<file path="src/rtl/fms_pkg.sv">
package fms_pkg;

	localparam int TIME_BITS = 40;
	localparam int TIME_OUT_BITS = 40;
	localparam int SAMPLES_PER_FRAME = 1152;
	localparam int RATE_HZ = 44100;
	localparam int FRAME_TIME_US = (SAMPLES_PER_FRAME * 1000000) / RATE_HZ;

	localparam logic [7:0] SYNC_BYTE = 8'hFF;
	localparam logic [3:0] SYNC_NIBBLE = 4'hF;
	localparam logic [1:0] LAYER3_CODE = 2'b01;
	localparam logic [1:0] RATE_44K1 = 2'b00;
	localparam logic [3:0] BR_FREE = 4'h0;
	localparam logic [3:0] BR_BAD = 4'hF;

	localparam logic [2:0] ST_OK = 3'd0;
	localparam logic [2:0] ST_SYNC = 3'd1;
	localparam logic [2:0] ST_CRC = 3'd2;
	localparam logic [2:0] ST_RATE = 3'd3;
	localparam logic [2:0] ST_BITRATE = 3'd4;

	localparam logic [8:0] KBPS_TABLE [16] = '{
		9'd0, 9'd32, 9'd40, 9'd48, 9'd56, 9'd64, 9'd80, 9'd96, 9'd112,
		9'd128, 9'd160, 9'd192, 9'd224, 9'd256, 9'd320, 9'd0
	};

	// 144 * kbps * 1000 / 44100, truncated
	localparam logic [10:0] LEN_TABLE [16] = '{
		11'd0, 11'd104, 11'd130, 11'd156, 11'd182, 11'd208, 11'd261, 11'd313, 11'd365,
		11'd417, 11'd522, 11'd626, 11'd731, 11'd835, 11'd1044, 11'd0
	};

	typedef struct packed {
		logic        header_done;
		logic [2:0]  header_status;
		logic        in_frame;
		logic        frame_last;
		logic [8:0]  bitrate_kbps;
		logic [1:0]  channel_mode;
		logic        padded;
		logic [10:0] frame_length;
	} fms_rec_t;

endpackage

</file>
<file path="src/rtl/fms_if.sv">
interface fms_byte_if;
	logic       valid;
	logic       ready;
	logic [7:0] data_byte;

	modport source (output valid, output data_byte, input ready);
	modport sink (input valid, input data_byte, output ready);
endinterface

interface fms_result_if;
	logic        valid;
	logic        ready;
	logic        header_done;
	logic [2:0]  header_status;
	logic        in_frame;
	logic        frame_last;
	logic [8:0]  bitrate_kbps;
	logic [1:0]  channel_mode;
	logic        padded;
	logic [10:0] frame_length;
	logic [39:0] time_us;

	modport source (output valid, output header_done, output header_status,
		output in_frame, output frame_last, output bitrate_kbps, output channel_mode,
		output padded, output frame_length, output time_us, input ready);
	modport sink (input valid, input header_done, input header_status,
		input in_frame, input frame_last, input bitrate_kbps, input channel_mode,
		input padded, input frame_length, input time_us, output ready);
endinterface

</file>
<file path="src/rtl/fms_front.sv">
module fms_front
	import fms_pkg::*;
(
	input  logic     clk,
	input  logic     arst_n,
	fms_byte_if.sink stream,
	output logic     push_valid,
	input  logic     push_ready,
	output fms_rec_t push_rec
);

	localparam logic PH_HEADER = 1'b0;
	localparam logic PH_BODY = 1'b1;

	logic        phase_q, phase_d;
	logic [23:0] hdr_q, hdr_d;
	logic [10:0] idx_q, idx_d;
	logic [10:0] len_q, len_d;
	logic [8:0]  kbps_q, kbps_d;
	logic [1:0]  mode_q, mode_d;
	logic        pad_q, pad_d;

	logic [7:0]  b0, b1, b2;
	logic [3:0]  br_idx;
	logic [11:0] idx_inc;
	logic        done, inf, last;
	logic [2:0]  status;

	assign b0 = hdr_q[23:16];
	assign b1 = hdr_q[15:8];
	assign b2 = hdr_q[7:0];
	assign br_idx = b2[7:4];
	assign idx_inc = {1'b0, idx_q} + 12'd1;

	always_comb begin
		phase_d = phase_q;
		hdr_d = hdr_q;
		idx_d = idx_q;
		len_d = len_q;
		kbps_d = kbps_q;
		mode_d = mode_q;
		pad_d = pad_q;
		done = 1'b0;
		inf = 1'b0;
		last = 1'b0;
		status = ST_OK;
		case (phase_q)
			PH_HEADER: begin
				if (idx_q < 11'd3) begin
					hdr_d = {hdr_q[15:0], stream.data_byte};
					idx_d = idx_inc[10:0];
				end else begin
					done = 1'b1;
					idx_d = '0;
					hdr_d = '0;
					if (b0 != SYNC_BYTE || b1[7:4] != SYNC_NIBBLE || !b1[3]
						|| b1[2:1] != LAYER3_CODE) begin
						status = ST_SYNC;
					end else if (!b1[0]) begin
						status = ST_CRC;
					end else if (b2[3:2] != RATE_44K1) begin
						status = ST_RATE;
					end else if (br_idx == BR_FREE || br_idx == BR_BAD) begin
						status = ST_BITRATE;
					end else begin
						kbps_d = KBPS_TABLE[br_idx];
						pad_d = b2[1];
						mode_d = stream.data_byte[7:6];
						len_d = LEN_TABLE[br_idx] + {10'd0, b2[1]};
						phase_d = PH_BODY;
						idx_d = 11'd4;
						inf = 1'b1;
					end
				end
			end
			PH_BODY: begin
				inf = 1'b1;
				if (idx_inc >= {1'b0, len_q}) begin
					last = 1'b1;
					phase_d = PH_HEADER;
					idx_d = '0;
				end else begin
					idx_d = idx_inc[10:0];
				end
			end
			default: begin
				phase_d = PH_HEADER;
			end
		endcase
	end

	assign stream.ready = push_ready;
	assign push_valid = stream.valid;

	always_comb begin
		push_rec.header_done = done;
		push_rec.header_status = status;
		push_rec.in_frame = inf;
		push_rec.frame_last = last;
		push_rec.bitrate_kbps = kbps_d;
		push_rec.channel_mode = mode_d;
		push_rec.padded = pad_d;
		push_rec.frame_length = len_d;
	end

	always_ff @(posedge clk or negedge arst_n) begin
		if (!arst_n) begin
			phase_q <= PH_HEADER;
			hdr_q <= '0;
			idx_q <= '0;
			len_q <= '0;
			kbps_q <= '0;
			mode_q <= '0;
			pad_q <= 1'b0;
		end else if (stream.valid && push_ready) begin
			phase_q <= phase_d;
			hdr_q <= hdr_d;
			idx_q <= idx_d;
			len_q <= len_d;
			kbps_q <= kbps_d;
			mode_q <= mode_d;
			pad_q <= pad_d;
		end
	end

endmodule

</file>
<file path="src/rtl/fms_queue.sv">
module fms_queue
	import fms_pkg::*;
(
	input  logic     clk,
	input  logic     arst_n,
	input  logic     push_valid,
	output logic     push_ready,
	input  fms_rec_t push_rec,
	output logic     pop_valid,
	input  logic     pop_ready,
	output fms_rec_t pop_rec
);

	logic [1:0] count_q;
	fms_rec_t   slot0_q, slot1_q;
	logic       push, pop;

	assign push_ready = (count_q != 2'd2);
	assign pop_valid = (count_q != 2'd0);
	assign pop_rec = slot0_q;
	assign push = push_valid && push_ready;
	assign pop = pop_ready && pop_valid;

	always_ff @(posedge clk or negedge arst_n) begin
		if (!arst_n) begin
			count_q <= '0;
		end else begin
			count_q <= count_q + {1'b0, push} - {1'b0, pop};
		end
	end

	always_ff @(posedge clk) begin
		case (count_q)
			2'd0: begin
				if (push) begin
					slot0_q <= push_rec;
				end
			end
			2'd1: begin
				if (push && pop) begin
					slot0_q <= push_rec;
				end else if (push) begin
					slot1_q <= push_rec;
				end
			end
			2'd2: begin
				if (pop) begin
					slot0_q <= slot1_q;
				end
				if (pop && push) begin
					slot1_q <= push_rec;
				end
			end
			default: begin
			end
		endcase
	end

endmodule

</file>
<file path="src/rtl/fms_back.sv">
module fms_back
	import fms_pkg::*;
(
	input  logic          clk,
	input  logic          arst_n,
	input  logic          pop_valid,
	output logic          pop_ready,
	input  fms_rec_t      pop_rec,
	fms_result_if.source  result
);

	logic                 out_valid_q;
	fms_rec_t             out_rec_q;
	logic [TIME_BITS-1:0] time_q;
	logic                 take;

	assign pop_ready = !out_valid_q || result.ready;
	assign take = pop_valid && pop_ready;

	always_ff @(posedge clk or negedge arst_n) begin
		if (!arst_n) begin
			out_valid_q <= 1'b0;
			time_q <= '0;
		end else begin
			if (pop_ready) begin
				out_valid_q <= pop_valid;
			end
			if (take && pop_rec.frame_last) begin
				time_q <= time_q + TIME_BITS'(FRAME_TIME_US);
			end
		end
	end

	always_ff @(posedge clk) begin
		if (take) begin
			out_rec_q <= pop_rec;
		end
	end

	assign result.valid = out_valid_q;
	assign result.header_done = out_rec_q.header_done;
	assign result.header_status = out_rec_q.header_status;
	assign result.in_frame = out_rec_q.in_frame;
	assign result.frame_last = out_rec_q.frame_last;
	assign result.bitrate_kbps = out_rec_q.bitrate_kbps;
	assign result.channel_mode = out_rec_q.channel_mode;
	assign result.padded = out_rec_q.padded;
	assign result.frame_length = out_rec_q.frame_length;
	assign result.time_us = TIME_OUT_BITS'(time_q);

endmodule

</file>
<file path="src/rtl/mp3_frame_splitter.sv">
// channel  dir  payload                                          transfer
// stream   in   data_byte[7:0]                                   valid & ready
// result   out  header_done, header_status, in_frame,            valid & ready
//               frame_last, bitrate_kbps, channel_mode, padded,
//               frame_length, time_us[39:0]
//
// One byte per cycle sustained while result does not stall; a result is registered in a queue
// slot and then in the output register after its byte transfer.
// The front classifies each byte combinationally (header checks, length table lookup).
// A two-entry queue sits between front and back; the back owns the time adder and
// the output register. Stalls on result fill the queue and then drop stream.ready.
// Asynchronous reset arst_n returns to header collection with control state and time cleared.
module mp3_frame_splitter
	import fms_pkg::*;
(
	input  logic         clk,
	input  logic         arst_n,
	fms_byte_if.sink     stream,
	fms_result_if.source result
);

	logic     push_valid, push_ready;
	logic     pop_valid, pop_ready;
	fms_rec_t push_rec, pop_rec;

	fms_front u_front (
		.clk        (clk),
		.arst_n     (arst_n),
		.stream     (stream),
		.push_valid (push_valid),
		.push_ready (push_ready),
		.push_rec   (push_rec)
	);

	fms_queue u_queue (
		.clk        (clk),
		.arst_n     (arst_n),
		.push_valid (push_valid),
		.push_ready (push_ready),
		.push_rec   (push_rec),
		.pop_valid  (pop_valid),
		.pop_ready  (pop_ready),
		.pop_rec    (pop_rec)
	);

	fms_back u_back (
		.clk       (clk),
		.arst_n    (arst_n),
		.pop_valid (pop_valid),
		.pop_ready (pop_ready),
		.pop_rec   (pop_rec),
		.result    (result)
	);

	a_last_in_frame: assert property (@(posedge clk) disable iff (!arst_n)
		result.valid && result.frame_last |-> result.in_frame)
		else $error("frame_last without in_frame");

	a_status_idle: assert property (@(posedge clk) disable iff (!arst_n)
		result.valid && !result.header_done |-> result.header_status == ST_OK)
		else $error("status set on non-header byte");

	a_ok_opens_frame: assert property (@(posedge clk) disable iff (!arst_n)
		result.valid && result.header_done && result.header_status == ST_OK
		|-> result.in_frame)
		else $error("accepted header not marked in frame");

	a_stall_queue: assert property (@(posedge clk) disable iff (!arst_n)
		!stream.ready |-> pop_valid)
		else $error("stream stalled with empty queue");

endmodule
</file>
<file path="src/flat_wrapper.sv">
// flat-port wrapper written by rule: the top's interface ports become plain ports
module mp3_frame_splitter_flat import fms_pkg::*;
  (clk, arst_n, stream_valid, stream_data_byte, stream_ready, result_valid, result_header_done, result_header_status, result_in_frame, result_frame_last, result_bitrate_kbps, result_channel_mode, result_padded, result_frame_length, result_time_us, result_ready);
  fms_byte_if stream_i ();
  fms_result_if result_i ();
  input  logic clk;
  input  logic arst_n;
  input wire logic [$bits(stream_i.valid)-1:0] stream_valid;
  input wire logic [$bits(stream_i.data_byte)-1:0] stream_data_byte;
  output wire logic [$bits(stream_i.ready)-1:0] stream_ready;
  output wire logic [$bits(result_i.valid)-1:0] result_valid;
  output wire logic [$bits(result_i.header_done)-1:0] result_header_done;
  output wire logic [$bits(result_i.header_status)-1:0] result_header_status;
  output wire logic [$bits(result_i.in_frame)-1:0] result_in_frame;
  output wire logic [$bits(result_i.frame_last)-1:0] result_frame_last;
  output wire logic [$bits(result_i.bitrate_kbps)-1:0] result_bitrate_kbps;
  output wire logic [$bits(result_i.channel_mode)-1:0] result_channel_mode;
  output wire logic [$bits(result_i.padded)-1:0] result_padded;
  output wire logic [$bits(result_i.frame_length)-1:0] result_frame_length;
  output wire logic [$bits(result_i.time_us)-1:0] result_time_us;
  input wire logic [$bits(result_i.ready)-1:0] result_ready;
  assign stream_i.valid = stream_valid;
  assign stream_i.data_byte = stream_data_byte;
  assign stream_ready = stream_i.ready;
  assign result_valid = result_i.valid;
  assign result_header_done = result_i.header_done;
  assign result_header_status = result_i.header_status;
  assign result_in_frame = result_i.in_frame;
  assign result_frame_last = result_i.frame_last;
  assign result_bitrate_kbps = result_i.bitrate_kbps;
  assign result_channel_mode = result_i.channel_mode;
  assign result_padded = result_i.padded;
  assign result_frame_length = result_i.frame_length;
  assign result_time_us = result_i.time_us;
  assign result_i.ready = result_ready;
  mp3_frame_splitter u_core (.clk(clk), .arst_n(arst_n), .stream(stream_i), .result(result_i));
endmodule
</file>
<file path="config.mk">
export PLATFORM = sky130hd
export DESIGN_NAME = mp3_frame_splitter_flat
export DESIGN_NICKNAME = d
export VERILOG_FILES = /design/src/rtl/fms_pkg.sv /design/src/rtl/fms_if.sv /design/src/rtl/fms_front.sv /design/src/rtl/fms_queue.sv /design/src/rtl/fms_back.sv /design/src/rtl/mp3_frame_splitter.sv /design/src/flat_wrapper.sv
export SDC_FILE = /design/constraint.sdc
export NUM_CORES = 1
export LEC_CHECK = 0
export BUFFER_PORTS_ARGS = -buffer_cell sky130_fd_sc_hd__buf_2
export CAP_MARGIN = 20
export CORE_ASPECT_RATIO = 1.5
export CORE_MARGIN = 5
export CORE_UTILIZATION = 55
export CTS_CLUSTER_SIZE = 25
export DETAILED_ROUTE_END_ITERATION = 10
export PLACE_DENSITY = 0.81
export SETUP_SLACK_MARGIN = 0.05
export SLEW_MARGIN = 20
export SYNTH_ARGS = -nofsm -noshare
export SYNTH_HDL_FRONTEND = slang
export SYNTH_SLANG_ARGS = --single-unit
export TNS_END_PERCENT = 5
</file>
<file path="constraint.sdc">
create_clock -name clk -period 8.1 [get_ports clk]
set_input_delay 0 -clock clk [delete_from_list [all_inputs] [get_ports clk]]
set_output_delay 0 -clock clk [all_outputs]
set_load 0.1 [all_outputs]
</file>
Word-level counts from Yosys, hierarchy flattened
Memory sizes are Yosys's and may differ from the RTL's.
Cells that the tools add are included.

cells by class
  $lt $le $gt $ge = 3
  reduce and logical (&&, ||, !) cells = 20
  equality and inequality tests = 13
  add/subtract/negate cells = 5
  muxes and demuxes = 60
  bitwise operators = 2

operators by type and width
  operator                                                     number
  two-way mux 29 bit                                           4
  two-way mux 11 bit                                           10
  case mux 29 bit (3 select lines)                             1
  two-way mux 9 bit                                            8
  case mux 29 bit (2 select lines)                             1
  adder 40 x 15 -> 40 bit, second input constant               1
  two-way mux 3 bit                                            10
  two-way mux 24 bit                                           1
  case mux 11 bit (2 select lines)                             1
  two-way mux 1 bit                                            16
  inequality test 2 bit, second input constant                 7
  adder 11 x 1 -> 12 bit, second input constant                1
  greater-or-equal comparator 12 x 11 -> 1 bit                 1
  two-way mux 2 bit                                            6
  adder 11 x 1 -> 11 bit                                       1
  less-than comparator 11 x 2 -> 1 bit, second input constant  1
  inequality test 8 bit, second input constant                 1
  AND reduction 4 bit                                          2
  nonzero test 2 bit                                           3
  greater-or-equal comparator 5 bit, second input constant     1
  logical OR 1 bit                                             5
  inverter 4 -> 5 bit                                          1
  == test 4 bit, second input constant                         1
  logical AND 1 bit                                            4
  13 further kinds                                             15

storage, ports and cells
  bits of input ports = 12
  word-level logic and storage cells = 139
  output and inout bits = 71
  memories kept = 2
  register bits = 189
  ROM bits = 320

memories
  name             words  bits a word  read ports  clocked after memory_dff  write ports  line             text
  (no name shown)  16     11           1           0                         0            fms_front.sv:69  len_d = LEN_TABLE[br_idx] + {10'd0, b2[1]};
  (no name shown)  16     9            1           0                         0            fms_front.sv:66  kbps_d = KBPS_TABLE[br_idx];

Depth between registers and ports, before layout
Gate-level depths: netlist (run 1).

  word-level depth = 14
  gate-level depth with buffers = 13
  depth with buffers taken out = 12

Hierarchy
Synthesis (run 1) repeated with hierarchy kept, for this count alone.

second synthesis, totals
  cell total of the unflattened synthesis = 736
  area, all modules = 8942.3 um^2

modules (own cells, without submodules)
  module     area each (um^2)  cells an instance  times used  seq. area each (um^2)
  fms_front  3816.2            431                1           1476.4
  fms_back   2830.2            197                1           1871.8
  fms_queue  2296.0            108                1           1791.7

Least setup slack after synthesis (run 1)
Ideal clock, no wire load.

  kind = flip-flop to flip-flop
  from = register u_core.u_back.out_valid_q, in the netlist u_core.u_back.result.valid
  to = register u_core.u_queue.slot0_q, in the netlist u_core.u_queue.pop_rec[0], enable pin
  stages on the path, launching flop included = 6
  arrival = 4.292 ns
  clock period less this slack = 4.718 ns
  path buffers = 0
  path slack = 3.382 ns
  data required time = 7.674 ns
  setup time = 0.426 ns
  cells stage by stage = dfrtp_1 > nor2b_1 > nor2_1 > ha_1 > mux2i_1 > o22ai_1

between the ends
  word-level cells in the longest chain between the ends = 6
  elaborated cells on any way between the ends = 7
  those cells by class = 2 x eq/ne; 5 x reduce/logical

ends and longest elaborated chain
  what                             line             text
  start, declared                  fms_back.sv:12   logic out_valid_q;
  start signal, assigned           fms_back.sv:26   out_valid_q <= pop_valid;
  zero test 1 bit *                fms_back.sv:17   assign pop_ready = !out_valid_q || result.ready;
  logical OR 1 bit *               fms_back.sv:17
  logical AND 1 bit *              --
  net u_core.u_back.take           fms_back.sv:15   logic take;
  logical AND 1 bit                fms_queue.sv:40  if (push && pop) begin
  inequality test 2 bit (no line)  --
  AND reduction 4 bit (no line) *  --
  end signal, assigned             fms_queue.sv:36  slot0_q <= push_rec;
  end signal, assigned             fms_queue.sv:41  slot0_q <= push_rec;
  end signal, assigned             fms_queue.sv:48  slot0_q <= slot1_q;
  end, declared                    fms_queue.sv:15  fms_rec_t slot0_q, slot1_q;

The timed path passes the listed nets; every way through them passes the cells marked *.
A chain may end at the register's enable or synchronous reset.

Worst setup path in the final report (run 1)
  from = register u_core.u_queue.count_q[1]
  to = register u_core.u_front.len_q[2]

between the ends
  word-level cells in the longest chain between the ends = 2

ends and longest elaborated chain
  what                    line              text
  start, declared         fms_queue.sv:14   logic [1:0] count_q;
  start signal, assigned  fms_queue.sv:28   count_q <= count_q + {1'b0, push} - {1'b0, pop};
  inequality test 2 bit   fms_queue.sv:18   assign push_ready = (count_q != 2'd2);
  logical AND 1 bit       fms_front.sv:115  end else if (stream.valid && push_ready) begin
  end signal, assigned    fms_front.sv:119  len_q <= len_d;
  end, declared           fms_front.sv:18   logic [10:0] len_q, len_d;

No other way between the ends.

==> summary.md, run 1 <==
| Metric | Value |
|---|---|
| Status | finished clean |
| Core area | 0.0156 mm^2 |
| Area growth syn-to-layout | 14.8% |
| Routed WL | 17.4 mm |
| Synth cell count leaders | nand2_1, dfrtp_1, edfxtp_1 |
| Routed vias | 5867 |
| Post-synth top area share | 30.1% |
| Critical Path Sink Type | flop |
| Synth Warn # | 0 |
| Syn Inst Count | 749 |
| Max-cap violations | 0 |
| Highest routed layer | met4 |
| Slew HR | 32.7% |
| Hpwl dp | 12.7 mm |
| Final hold violations | 0 |
| Hold_ws | 103 ps |
| Clock power share | 18.8% |
| Tcrit/Tclk final | 47.9% |
| Min cycle time layout | 3880 ps |
| Placed Area | 0.00927 mm^2 |
| Worst-Margin Slew | 1010 ps |
| CP most frequent cell | buf_4 |
| Internal power | 2180 uW |
| Mean Syn Cell Area | 11.6 um^2 |
| Tot Pwr | 4270 uW |
| GR Overflow Total | 0 |
| Power per Cell Area | 428 mW/mm^2 |
| Routability cong. | 0.838 |
| DR pass1 iterations | 5 |
| Top cells by area, synth | edfxtp_1, dfrtp_1, nand2_1, ha_1, xnor2_1 |
| Cell row count | 56 |
| Syn_nets | 790 |
| Avg WL per Cell | 16.6 um |
| Clock latency on the worst-skew pair | 430 ps |
| TritonCTS clock tree | done |
| Leading register cell type out of synthesis | dfrtp_1 |
| Utilization after layout | 64.0% |
| Async set or reset register ratio after synthesis | 53.7% |
| Critical path type | reg -> reg |
| Setup_tns | 0 ps |
| Post-Syn Area | 0.00868 mm^2 |
| # IOs | 83 |
| CP max FO | 33 |
| Reg-to-reg slack, setup | 4220 ps |
| Largest net degree at the start of global routing | 58 |
| # diodes | 0 |
| Register area share after synthesis | 59.2% |
| Remaining DRCs | 0 |
| RSZ-0062 raised after global routing | no |
| Critical Path Source Type | flop |
| Sw Share | 48.8% |
| R2R Path End | u_core.u_front.len_q[2] |
| Starting Density | 55.8% |
| Clk sink count | 188 |
| Post-synth EDFFs | 87 |
| DRT met1 WL | 7.02 mm |
| Total clock buffers created by CTS | 17 |
| Sw power | 2080 uW |
| Via/cell ratio | 5.58 |
| Clk slew on worst S/H paths | 80 ps |
| Synth Register Bits | 188 |
| Max frequency | 258 MHz |
| Layout cells sized above 1 | 19.6% |
| FF/Latch Area | 0.00514 mm^2 |
| Overall global routing resource usage | 19.6% |
| H-tree depth | 4 |
| Leading area contributor after synthesis | edfxtp_1 |
| Hold Crit Class | in -> async |
| Met2 Routed Length | 9.18 mm |
| Antenna violations before repair | 0 |
| Synth cell types | 55 |
| Setup violators final | 0 |
| Vias in the first global route | 5717 |
| DIE HEIGHT | 164 um |
| Leak | 0.00435 uW |
| Critical Path AT | 4180 ps |
| Routed Antenna Nets | 0 |
| Sequential Power Share | 36.6% |
| FF-to-FF path depth | 8 |
| R2R Path Start | u_core.u_queue.count_q[1] |
| VDD IR max | 0.479 mV |
| Filler Cell Count | 1193 |
| Top-count cell post-synth | nand2_1 |
| DR iter-0 viols | 688 |
| Root buf cell | clkbuf_16 |
| Logic pwr share | 44.6% |
| DIE WIDTH | 113 um |
| Buffers added on ports | 81 |
| Critical-path cell list | nor2b_1, buf_4, inv_1, nand2_1, nor2_1, buf_4, nand3_2, mux2_1 |
| Max incr delay on CP | 740 ps |
| Post_cts resized | 0 |
| Wire length of the first global-routing pass | 28.9 mm |
| Nets | 877 |
| Max stage delay cell, worst path | inv_1 |
| Area of the multi-input gates | 0.00332 mm^2 |
| Max Root-Sink Buffers | 2 |
| Final Cell Area | 0.00996 mm^2 |
| Total die area | 0.0184 mm^2 |
| DR WL met3 | 739 um |
| Slew Viols, Final | 0 |
| Final Skew | 11.2 ps |
| WP data required | 8410 ps |
sequential cells by signal (all words and copies together) (netlist names):
register	flops
u_core.u_back.result.padded	1
u_core.u_front.pad_q	1
u_core.u_front.kbps_q	9
u_core.u_back.result.frame_last	1
u_core.u_queue.slot1_q	29
u_core.u_front.phase_q	1
u_core.u_back.result.header_done	1
u_core.u_front.mode_q	2
u_core.u_front.hdr_q	24
u_core.u_back.result.in_frame	1
u_core.u_back.result.frame_length	11
u_core.u_back.result.time_us	39
u_core.u_back.result.header_status	3
u_core.u_front.idx_q	11
u_core.u_front.len_q	11
u_core.u_queue.pop_rec	29
u_core.u_back.result.valid	1
u_core.u_back.result.channel_mode	2
u_core.u_queue.count_q	2
u_core.u_back.result.bitrate_kbps	9
critical path: cells and delay by family, from the launching register on:
kind	cells	cell delay, ps
buffers and inverters	3	1240
flip-flops	1	450
multiplexers	1	520
AND/OR/NAND/NOR	4	1520
cells in the final DEF (no fill, tap or decap), types with 7 or more instances in the layout:
cell type        n
a21oi_1         15
a22o_1           9
a31oi_1          8
and2_1           9
and3_1          10
and4_1           7
buf_2           80
buf_4            9
clkbuf_16       17
dfrtp_1        101
dlygate4sd3_1   10
edfxtp_1        87
ha_1            29
inv_1           24
mux2_2          28
nand2_1        103
nand3_1         39
nand4_1         18
nor2_1          56
nor3_1           8
o21ai_0         30
o31ai_1         10
xnor2_1         41
xor2_1          15
power groups by stage:
| stage | clock (uW) | combinational [uW] | sequential [uW] |
|---|---|---|---|
| after floorplan | 0 | 729 | 2370 |
| after detailed placement | 0 | 1900 | 1580 |
| after global placement | 0 | 1860 | 1560 |
| final | 802 | 1900 | 1560 |
| after global routing | 858 | 2030 | 1600 |
| after CTS | 815 | 1910 | 1560 |
cell type report:
type	count	share of cell area, %
multi-input cells	506	33.4
inverters	24	0.905
clock buffers	18	4.31
clock inverters	14	1.53
repair buffers	99	5.70
flip-flops and latches	188	51.6
well taps	203	2.55
per-stage QoR:
step | setup slack [ps] | std cells
2_1_floorplan | 3380 | 749
3_3_place_gp | 3950 | 1010
3_5_place_dp | 3880 | 1010
4_1_cts | 3820 | 1052
5_1_grt | 3900 | 1052
6_report | 4220 | 1052
worst max path at each step:
stage,depth (start not counted),start,end
after CTS,8,u_core.u_queue.count_q[1],u_core.u_front.len_q[2]
after detailed placement,8,u_core.u_queue.count_q[1],u_core.u_front.len_q[2]
after global routing,8,u_core.u_queue.count_q[1],u_core.u_front.len_q[2]
after floorplan,5,u_core.u_back.result.valid,u_core.u_queue.pop_rec[0]
after global placement,8,u_core.u_queue.count_q[1],u_core.u_front.len_q[2]
final,8,u_core.u_queue.count_q[1],u_core.u_front.len_q[2]
timing repair:
action / 4_1_cts / 5_1_grt
setup buffers: 0 / 0
hold buffers: 10 / 0
setup endpoints to repair: 0 / 0
endpoints found under the hold margin: 57 / 0
metal layers:
layer,GRT usage (%),vias up
li1,-,2851
met1,23.8,2825
met2,34.3,161
met3,3.91,30
met4,8.04,0
met5,0,-
kinds of logic (layout without fill, tap and decap cells):
family / count (synthesis) / in the layout / synth area share [%]
other: 1 / 1 / 0.0432
buffers and inverters: 55 / 155 / 2.68
and+or+nand+nor: 283 / 283 / 15.8
xor gates and xnor gates: 56 / 56 / 5.65
adders and majority gates: 29 / 29 / 4.18
muxes: 37 / 37 / 5.00
AOI/OAI and AO/OA: 100 / 100 / 7.35
DFF: 188 / 188 / 59.2
(Power assumes the default switching activity.)
==> run 2: changes to the inputs <==
--- a/config.mk
+++ b/config.mk
@@ -5,14 +5,15 @@
 export SDC_FILE = /design/constraint.sdc
 export NUM_CORES = 1
 export LEC_CHECK = 0
+export ABC_AREA = 1
 export BUFFER_PORTS_ARGS = -buffer_cell sky130_fd_sc_hd__buf_2
 export CAP_MARGIN = 20
 export CORE_ASPECT_RATIO = 1.5
 export CORE_MARGIN = 5
-export CORE_UTILIZATION = 55
+export CORE_UTILIZATION = 54
 export CTS_CLUSTER_SIZE = 25
 export DETAILED_ROUTE_END_ITERATION = 10
-export PLACE_DENSITY = 0.81
+export PLACE_DENSITY = 0.82
 export SETUP_SLACK_MARGIN = 0.05
 export SLEW_MARGIN = 20
 export SYNTH_ARGS = -nofsm -noshare
==> constraint.sdc (replaced) <==
create_clock -name clk -period 3.55 [get_ports clk]
set_input_delay 0 -clock clk [delete_from_list [all_inputs] [get_ports clk]]
set_output_delay 0 -clock clk [all_outputs]
set_load 0.1 [all_outputs]
==> run 2 against run 1 <==
- count of clock-buffer cells in the layout is 4 higher
- non-clock buffer count increased by 7
- combinational power grew to 2.7 times the previous value
- area after synthesis is 8.3% higher
- hold slack lost 38 ps
- maximum frequency increased by 33%
- critical path depth is 9 higher
- global-route usage up 1.4 points
- clock power up 140%
- register-to-register slack got worse by 3600 ps
- sequential power increased by 130%
- largest cell class unchanged
- largest power group unchanged
==> summary.md, run 2 <==
| Metric | Value |
|---|---|
| Critical Path Source Type | flop |
| Register area share after synthesis | 54.7% |
| Leading register cell type out of synthesis | dfrtp_1 |
| Max-cap violations | 0 |
| Final hold violations | 0 |
| Layout cells sized above 1 | 15.6% |
| Filler Cell Count | 1420 |
| Critical Path Sink Type | flop |
| Post-CTS Setup Inserts | 0 |
| DIE WIDTH | 118 um |
| TritonCTS clock tree | done |
| Synth cell count leaders | nand2_1, inv_1, dfrtp_1 |
| Post-synth EDFFs | 87 |
| Cell row count | 59 |
| # diodes | 0 |
| Wire length of the first global-routing pass | 34.5 mm |
| Synth Register Bits | 188 |
| Hold_ws | 64.2 ps |
| Routability cong. | 0.961 |
| Slew HR | 44.8% |
| Max stage delay cell, worst path | dfrtp_1 |
| WP data required | 3720 ps |
| Hold Crit Class | in -> reg |
| Area growth syn-to-layout | 14.1% |
| Core area | 0.0173 mm^2 |
| Root buf cell | clkbuf_16 |
| Avg WL per Cell | 15.2 um |
| Buffers added on ports | 81 |
| Post-synth top area share | 27.8% |
| DRT met1 WL | 7.94 mm |
| Syn_nets | 1078 |
| Top-count cell post-synth | nand2_1 |
| Routed vias | 7142 |
| Commonest non-fill, non-tap cell in the layout | nand2_1 |
| Mean Syn Cell Area | 9.06 um^2 |
| DR pass1 iterations | 5 |
| Utilization after layout | 62.1% |
| Vias in the first global route | 7192 |
| Clk sink count | 188 |
| Final Skew | 11.7 ps |
| Synth Warn # | 0 |
| Syn Inst Count | 1037 |
| RSZ-0062 raised after global routing | no |
| H-tree depth | 4 |
| Setup violators final | 0 |
| Max frequency | 342 MHz |
| Critical Path AT | 3100 ps |
| Remaining DRCs | 0 |
| Via/cell ratio | 5.27 |
| Power per Cell Area | 1000 mW/mm^2 |
| DR iter-0 viols | 508 |
| Critical path type | reg -> reg |
| Leading area contributor after synthesis | edfxtp_1 |
| VDD IR max | 1.06 mV |
| Clock latency on the worst-skew pair | 430 ps |
| Met2 Routed Length | 11.0 mm |
| Largest net degree at the start of global routing | 39 |
| Leak | 0.00507 uW |
| Max reg flops | 39 |
| Max Root-Sink Buffers | 2 |
| CP Buf/Inv Count | 4 |
| Antenna violations before repair | 0 |
| DIE HEIGHT | 172 um |
| Hpwl dp | 15.1 mm |
| Worst-Margin Slew | 826 ps |
| Clk slew on worst S/H paths | 70 ps |
| Status | finished clean |
| Nets | 1170 |
| Total clock buffers created by CTS | 17 |
| Post-Syn Area | 0.00940 mm^2 |
| Starting Density | 54.4% |
| Total die area | 0.0202 mm^2 |
| Highest routed layer | met4 |
| Critical-path cell list | nand2_1, nor2_1, nand3_1, nor2_1, nand3_1, xor2_1, inv_1, ha_1, a21o_1, a21oi_1, nand2_1, inv_1, nand2_1, inv_1, nand3_1, nand2_1, inv_1 |
| Overall global routing resource usage | 21.1% |
| Async set or reset register ratio after synthesis | 53.7% |
| Post_cts resized | 0 |
| CP max FO | 12 |
| Synth cell types | 44 |
| Most frequent cells in the layout | nand2_1, inv_1, dfrtp_1, edfxtp_1, buf_2 |
| Slew Viols, Final | 0 |
| Tcrit/Tclk final | 82.4% |
| # IOs | 83 |
| Top cells by area, synth | edfxtp_1, dfrtp_1, nand2_1, inv_1, ha_1 |
| DR WL met3 | 822 um |
| Routed WL | 20.7 mm |
| Min cycle time layout | 2930 ps |
| CP delay by family, top | simple AND/OR/NAND/NOR gates |
| Max incr delay on CP | 440 ps |
| Setup_tns | 0 ps |
| GR Overflow Total | 0 |
| Routed Antenna Nets | 0 |
-- run 2: changes by cell type after synthesis, moves of 11 or more --
cell,delta
mux2_2,-28
nand2_2,+11
xor2_1,+15
nand2_1,+212
clkbuf_1,-14
inv_1,+97
xnor2_1,-27
nor2_1,+19
nand3_1,+27
-- run 2: cell families (layout without fill, tap and decap cells) --
group	count (synthesis)	after routing	synth area share, %
buffers and inverters	161	266	7.31
xor gates and xnor gates	44	44	4.10
and+or+nand+nor	523	523	24.1
other	1	1	0.0399
AOI/OAI and AO/OA	91	91	5.83
DFF	188	188	54.7
adders and majority gates	29	29	3.86
-- run 2: metrics by stage --
step	setup WS, ps	power, uW	std cells	area, um^2
4_1_cts	591	10800	1355	10700
6_report	625	10800	1355	10700
2_1_floorplan	51.1	7850	1037	9430
3_3_place_gp	669	8770	1313	10000
3_5_place_dp	594	8870	1313	10000
5_1_grt	281	11400	1355	10700
-- run 2: worst register-to-register path: cells and delay by family, from the launching register on --
kind            cells  cell delay, ps
flops               1             440
compound gates      2             300
buf+inv             4             220
fa+ha+maj           1             300
xor+xnor            1             180
simple gates        9            1240
-- run 2: area by class of cell --
| type | instances | area, um^2 | area share [%] |
|---|---|---|---|
| Sequential cell | 188 | 5140 | 47.9 |
| Multi-Input combinational cell | 688 | 3610 | 33.6 |
| Timing Repair Buffer | 106 | 621 | 5.79 |
| Clock buffer | 22 | 518 | 4.83 |
| Inverter | 128 | 483 | 4.51 |
| Tap cell | 213 | 267 | 2.49 |
| Clock inverter | 10 | 86.3 | 0.805 |
-- run 2: path summary, 6_finish.rpt --
path                                            startpoint                              endpoint  slack, ps  cells past startpoint
min in group asynchronous                           arst_n      u_core.u_back.result.time_us[27]         90                      2
max in group asynchronous                           arst_n              u_core.u_front.hdr_q[14]       2590                      3
worst max-delay path               u_core.u_front.idx_q[0]            u_core.u_queue.slot1_q[23]        620                     17
worst min register to register  u_core.u_queue.pop_rec[17]  u_core.u_back.result.bitrate_kbps[3]        420                      0
worst max register to register     u_core.u_front.idx_q[0]            u_core.u_queue.slot1_q[23]        620                     17
worst min-delay path                          stream_valid               u_core.u_front.idx_q[4]         60                      5
-- run 2: layer usage --
metal / up-vias / GRT usage, %
li1: 3510 / -
met1: 3400 / 23.0
met2: 178 / 38.8
met3: 54 / 3.55
met4: 0 / 11.6
met5: - / 0
-- run 2: timing repair --
action	4_1_cts	5_1_grt
setup endpoints to repair	0	0
hold buffers	10	0
hold endpoints to repair	49	0
-- run 2: report_power, final --
group,switching [uW],internal [uW]
Combinational,4150,1050
Sequential,407,3220
Clock,866,1060
Total,5420,5330
==> run 3: changes to the inputs <==
==> constraint.sdc (replaced) <==
create_clock -name clk -period 2.57 [get_ports clk]
set_input_delay 0 -clock clk [delete_from_list [all_inputs] [get_ports clk]]
set_output_delay 0 -clock clk [all_outputs]
set_load 0.1 [all_outputs]
==> run 3 against run 2 <==
- via count increased by 1.6%
- first-iteration DRC count increased by 19%
- critical path depth increased by 1
- core utilization increased by 2.0 points
- setup slack got worse by 510 ps
- register-to-register slack got worse by 510 ps
- cell count increased by 1.8%
- flip-flop and latch count unchanged
- power increased by 41%
==> summary.md, run 3 (synthesized netlist as in run 2, its figures left out) <==
| Metric | Value |
|---|---|
| Status | finished clean |
| Avg WL per Cell | 15.4 um |
| DIE WIDTH | 118 um |
| Buffers added on ports | 81 |
| Via/cell ratio | 5.26 |
| Worst-Margin Slew | 638 ps |
| Cell row count | 59 |
| Hold_ws | 72.9 ps |
| Area growth syn-to-layout | 17.9% |
| Routed Antenna Nets | 0 |
| Max incr delay on CP | 390 ps |
| H-tree depth | 4 |
| Met1 usage | 23.9% |
| Max frequency | 407 MHz |
| RSZ-0062 raised after global routing | yes |
| Max reg flops | 39 |
| FF-to-FF path depth | 18 |
| CP Buf/Inv Count | 4 |
| FF/Latch Area | 0.00514 mm^2 |
| VDD IR max | 1.50 mV |
| GR peak layer | met2 |
| Slew Viols, Final | 0 |
| Total die area | 0.0202 mm^2 |
| Clock latency on the worst-skew pair | 430 ps |
| Wire length of the first global-routing pass | 35.6 mm |
| Largest net degree at the start of global routing | 43 |
| Critical path type | reg -> reg |
| Clk sink count | 188 |
| Max stage delay cell, worst path | dfrtp_1 |
| GRT met2 Usage | 40.4% |
| CP most frequent cell | nand2_1 |
| DR pass1 iterations | 5 |
| Hpwl dp | 15.4 mm |
| Worst slack at placement | -33.0 ps |
| DIE HEIGHT | 172 um |
| TritonCTS clock tree | done |
| Final Skew | 14.1 ps |
| Total clock buffers created by CTS | 17 |
| # diodes | 0 |
| Max-cap violations | 0 |
| Core area | 0.0173 mm^2 |
| Power per Cell Area | 1360 mW/mm^2 |
| Routability cong. | 0.946 |
| Hold Crit Class | in -> async |
| Most frequent cells in the layout | nand2_1, inv_1, dfrtp_1, edfxtp_1, buf_2 |
| Overall global routing resource usage | 21.6% |
| Starting Density | 54.4% |
| Setup violators final | 0 |
| Inst Count DP | 1329 |
| Grt met3 use | 3.55% |
| GR Overflow Total | 0 |
| Non-filler cells, final | 1379 |
| R2R Path End | u_core.u_front.idx_q[2] |
| Antenna violations before repair | 0 |
| # IOs | 83 |
| Vias in the first global route | 7425 |
| Setup_tns | 0 ps |
| Critical Path AT | 2770 ps |
| WP data required | 2890 ps |
| CP delay by family, top | simple AND/OR/NAND/NOR gates |
| Critical-path cell list | nand2_1, nor2_2, nand3_2, nor2_4, buf_4, xnor2_2, inv_1, ha_4, nand2_1, inv_1, nand3_1, nor3_1, nand2_1, nand3_2, nand2_4, buf_6, nand2_1, nand2_1 |
| Root buf cell | clkbuf_16 |
| Remaining DRCs | 0 |
| Filler Cell Count | 1384 |
| Min cycle time layout | 2460 ps |
| CP max FO | 5 |
| R2R Path Start | u_core.u_front.idx_q[1] |
| Post-route setup slack | 115 ps |
| Final hold violations | 0 |
| DR iter-0 viols | 605 |
| Critical Path Source Type | flop |
| Max Root-Sink Buffers | 2 |
| Nets | 1194 |
| Tcrit/Tclk final | 95.5% |
| Slew HR | 57.1% |
| Utilization after layout | 64.1% |
| Cell depth of the worst setup path | 18 |
| Routed vias | 7257 |
| Critical Path Sink Type | flop |
| Area of the multi-input gates | 0.00376 mm^2 |
| Commonest non-fill, non-tap cell in the layout | nand2_1 |
| Layout cells sized above 1 | 20.0% |
| Reg-to-reg slack, setup | 110 ps |
| Routed WL | 21.2 mm |
| Clk slew on worst S/H paths | 80 ps |
| Leak | 0.00521 uW |
-- run 3: cell types whose count changed in the layout (fill, tap and decap cells not counted), moves of 4 or more --
cell / before / now
inv_1: 121 / 117
nor2_1: 74 / 68
ha_1: 29 / 23
nor2_4: 2 / 6
inv_2: 6 / 10
buf_4: 16 / 35
ha_4: 0 / 4
nand2_1: 315 / 311
-- run 3: power by group --
part           switching (uW)  internal, uW
Combinational            5910          1660
Clock                    1240          1290
Sequential                557          4450
Total                    7710          7400
-- run 3: worst max-delay path by stage --
| stage | endpoint | slack [ps] | startpoint |
|---|---|---|---|
| after floorplan | u_core.u_queue.pop_rec[0] | -250 | u_core.u_back.result.valid |
| after global placement | u_core.u_front.idx_q[9] | 20 | u_core.u_front.idx_q[1] |
| after detailed placement | u_core.u_front.idx_q[10] | -30 | u_core.u_front.idx_q[1] |
| after CTS | u_core.u_front.idx_q[5] | 50 | u_core.u_front.idx_q[1] |
| after global routing | u_core.u_front.idx_q[8] | -90 | u_core.u_front.idx_q[1] |
| final | u_core.u_front.idx_q[2] | 110 | u_core.u_front.idx_q[1] |
-- run 3: through the flow --
step	area, um^2	power (uW)
detailed placement	10200	12500
global route	11100	16000
floorplan	9460	10900
CTS	10900	15100
global placement	10200	12300
finish	11100	15100
-- run 3: area by class of cell --
cell class,instances,share of cell area [%]
clock inverters,15,1.32
flip-flops and latches,188,46.4
inverters,128,4.36
clock buffers,17,3.84
repair buffers,130,7.64
well taps,213,2.41
multi-input cells,688,34.0
-- run 3: repair_timing --
| action | in CTS | in global routing |
|---|---|---|
| pin swaps | 1 | 6 |
| resized for setup | 5 | 26 |
| setup buffers | 2 | 6 |
| setup endpoints to repair | 13 | 22 |
| hold buffers | 10 | 0 |
| hold endpoints to repair | 92 | 0 |
-- run 3: metal layers --
layer / up-vias / part of all wire (%)
met3: 53 / 3.9
met1: 3441 / 39
met2: 201 / 54
li1: 3562 / -
met5: - / 0
met4: 0 / 3.9
-- run 3: worst reg2reg max path, cell delays in order (launching register included) --
cell     delay [ps]
dfrtp_1         390
nand2_1          80
nor2_2          140
nand3_2         130
nor2_4          120
buf_4           130
xnor2_2         110
inv_1           100
ha_4            270
nand2_1          40
inv_1            60
nand3_1          90
nor3_1          170
nand2_1          90
nand3_2         120
nand2_4          80
buf_6           130
nand2_1          50
nand2_1          50
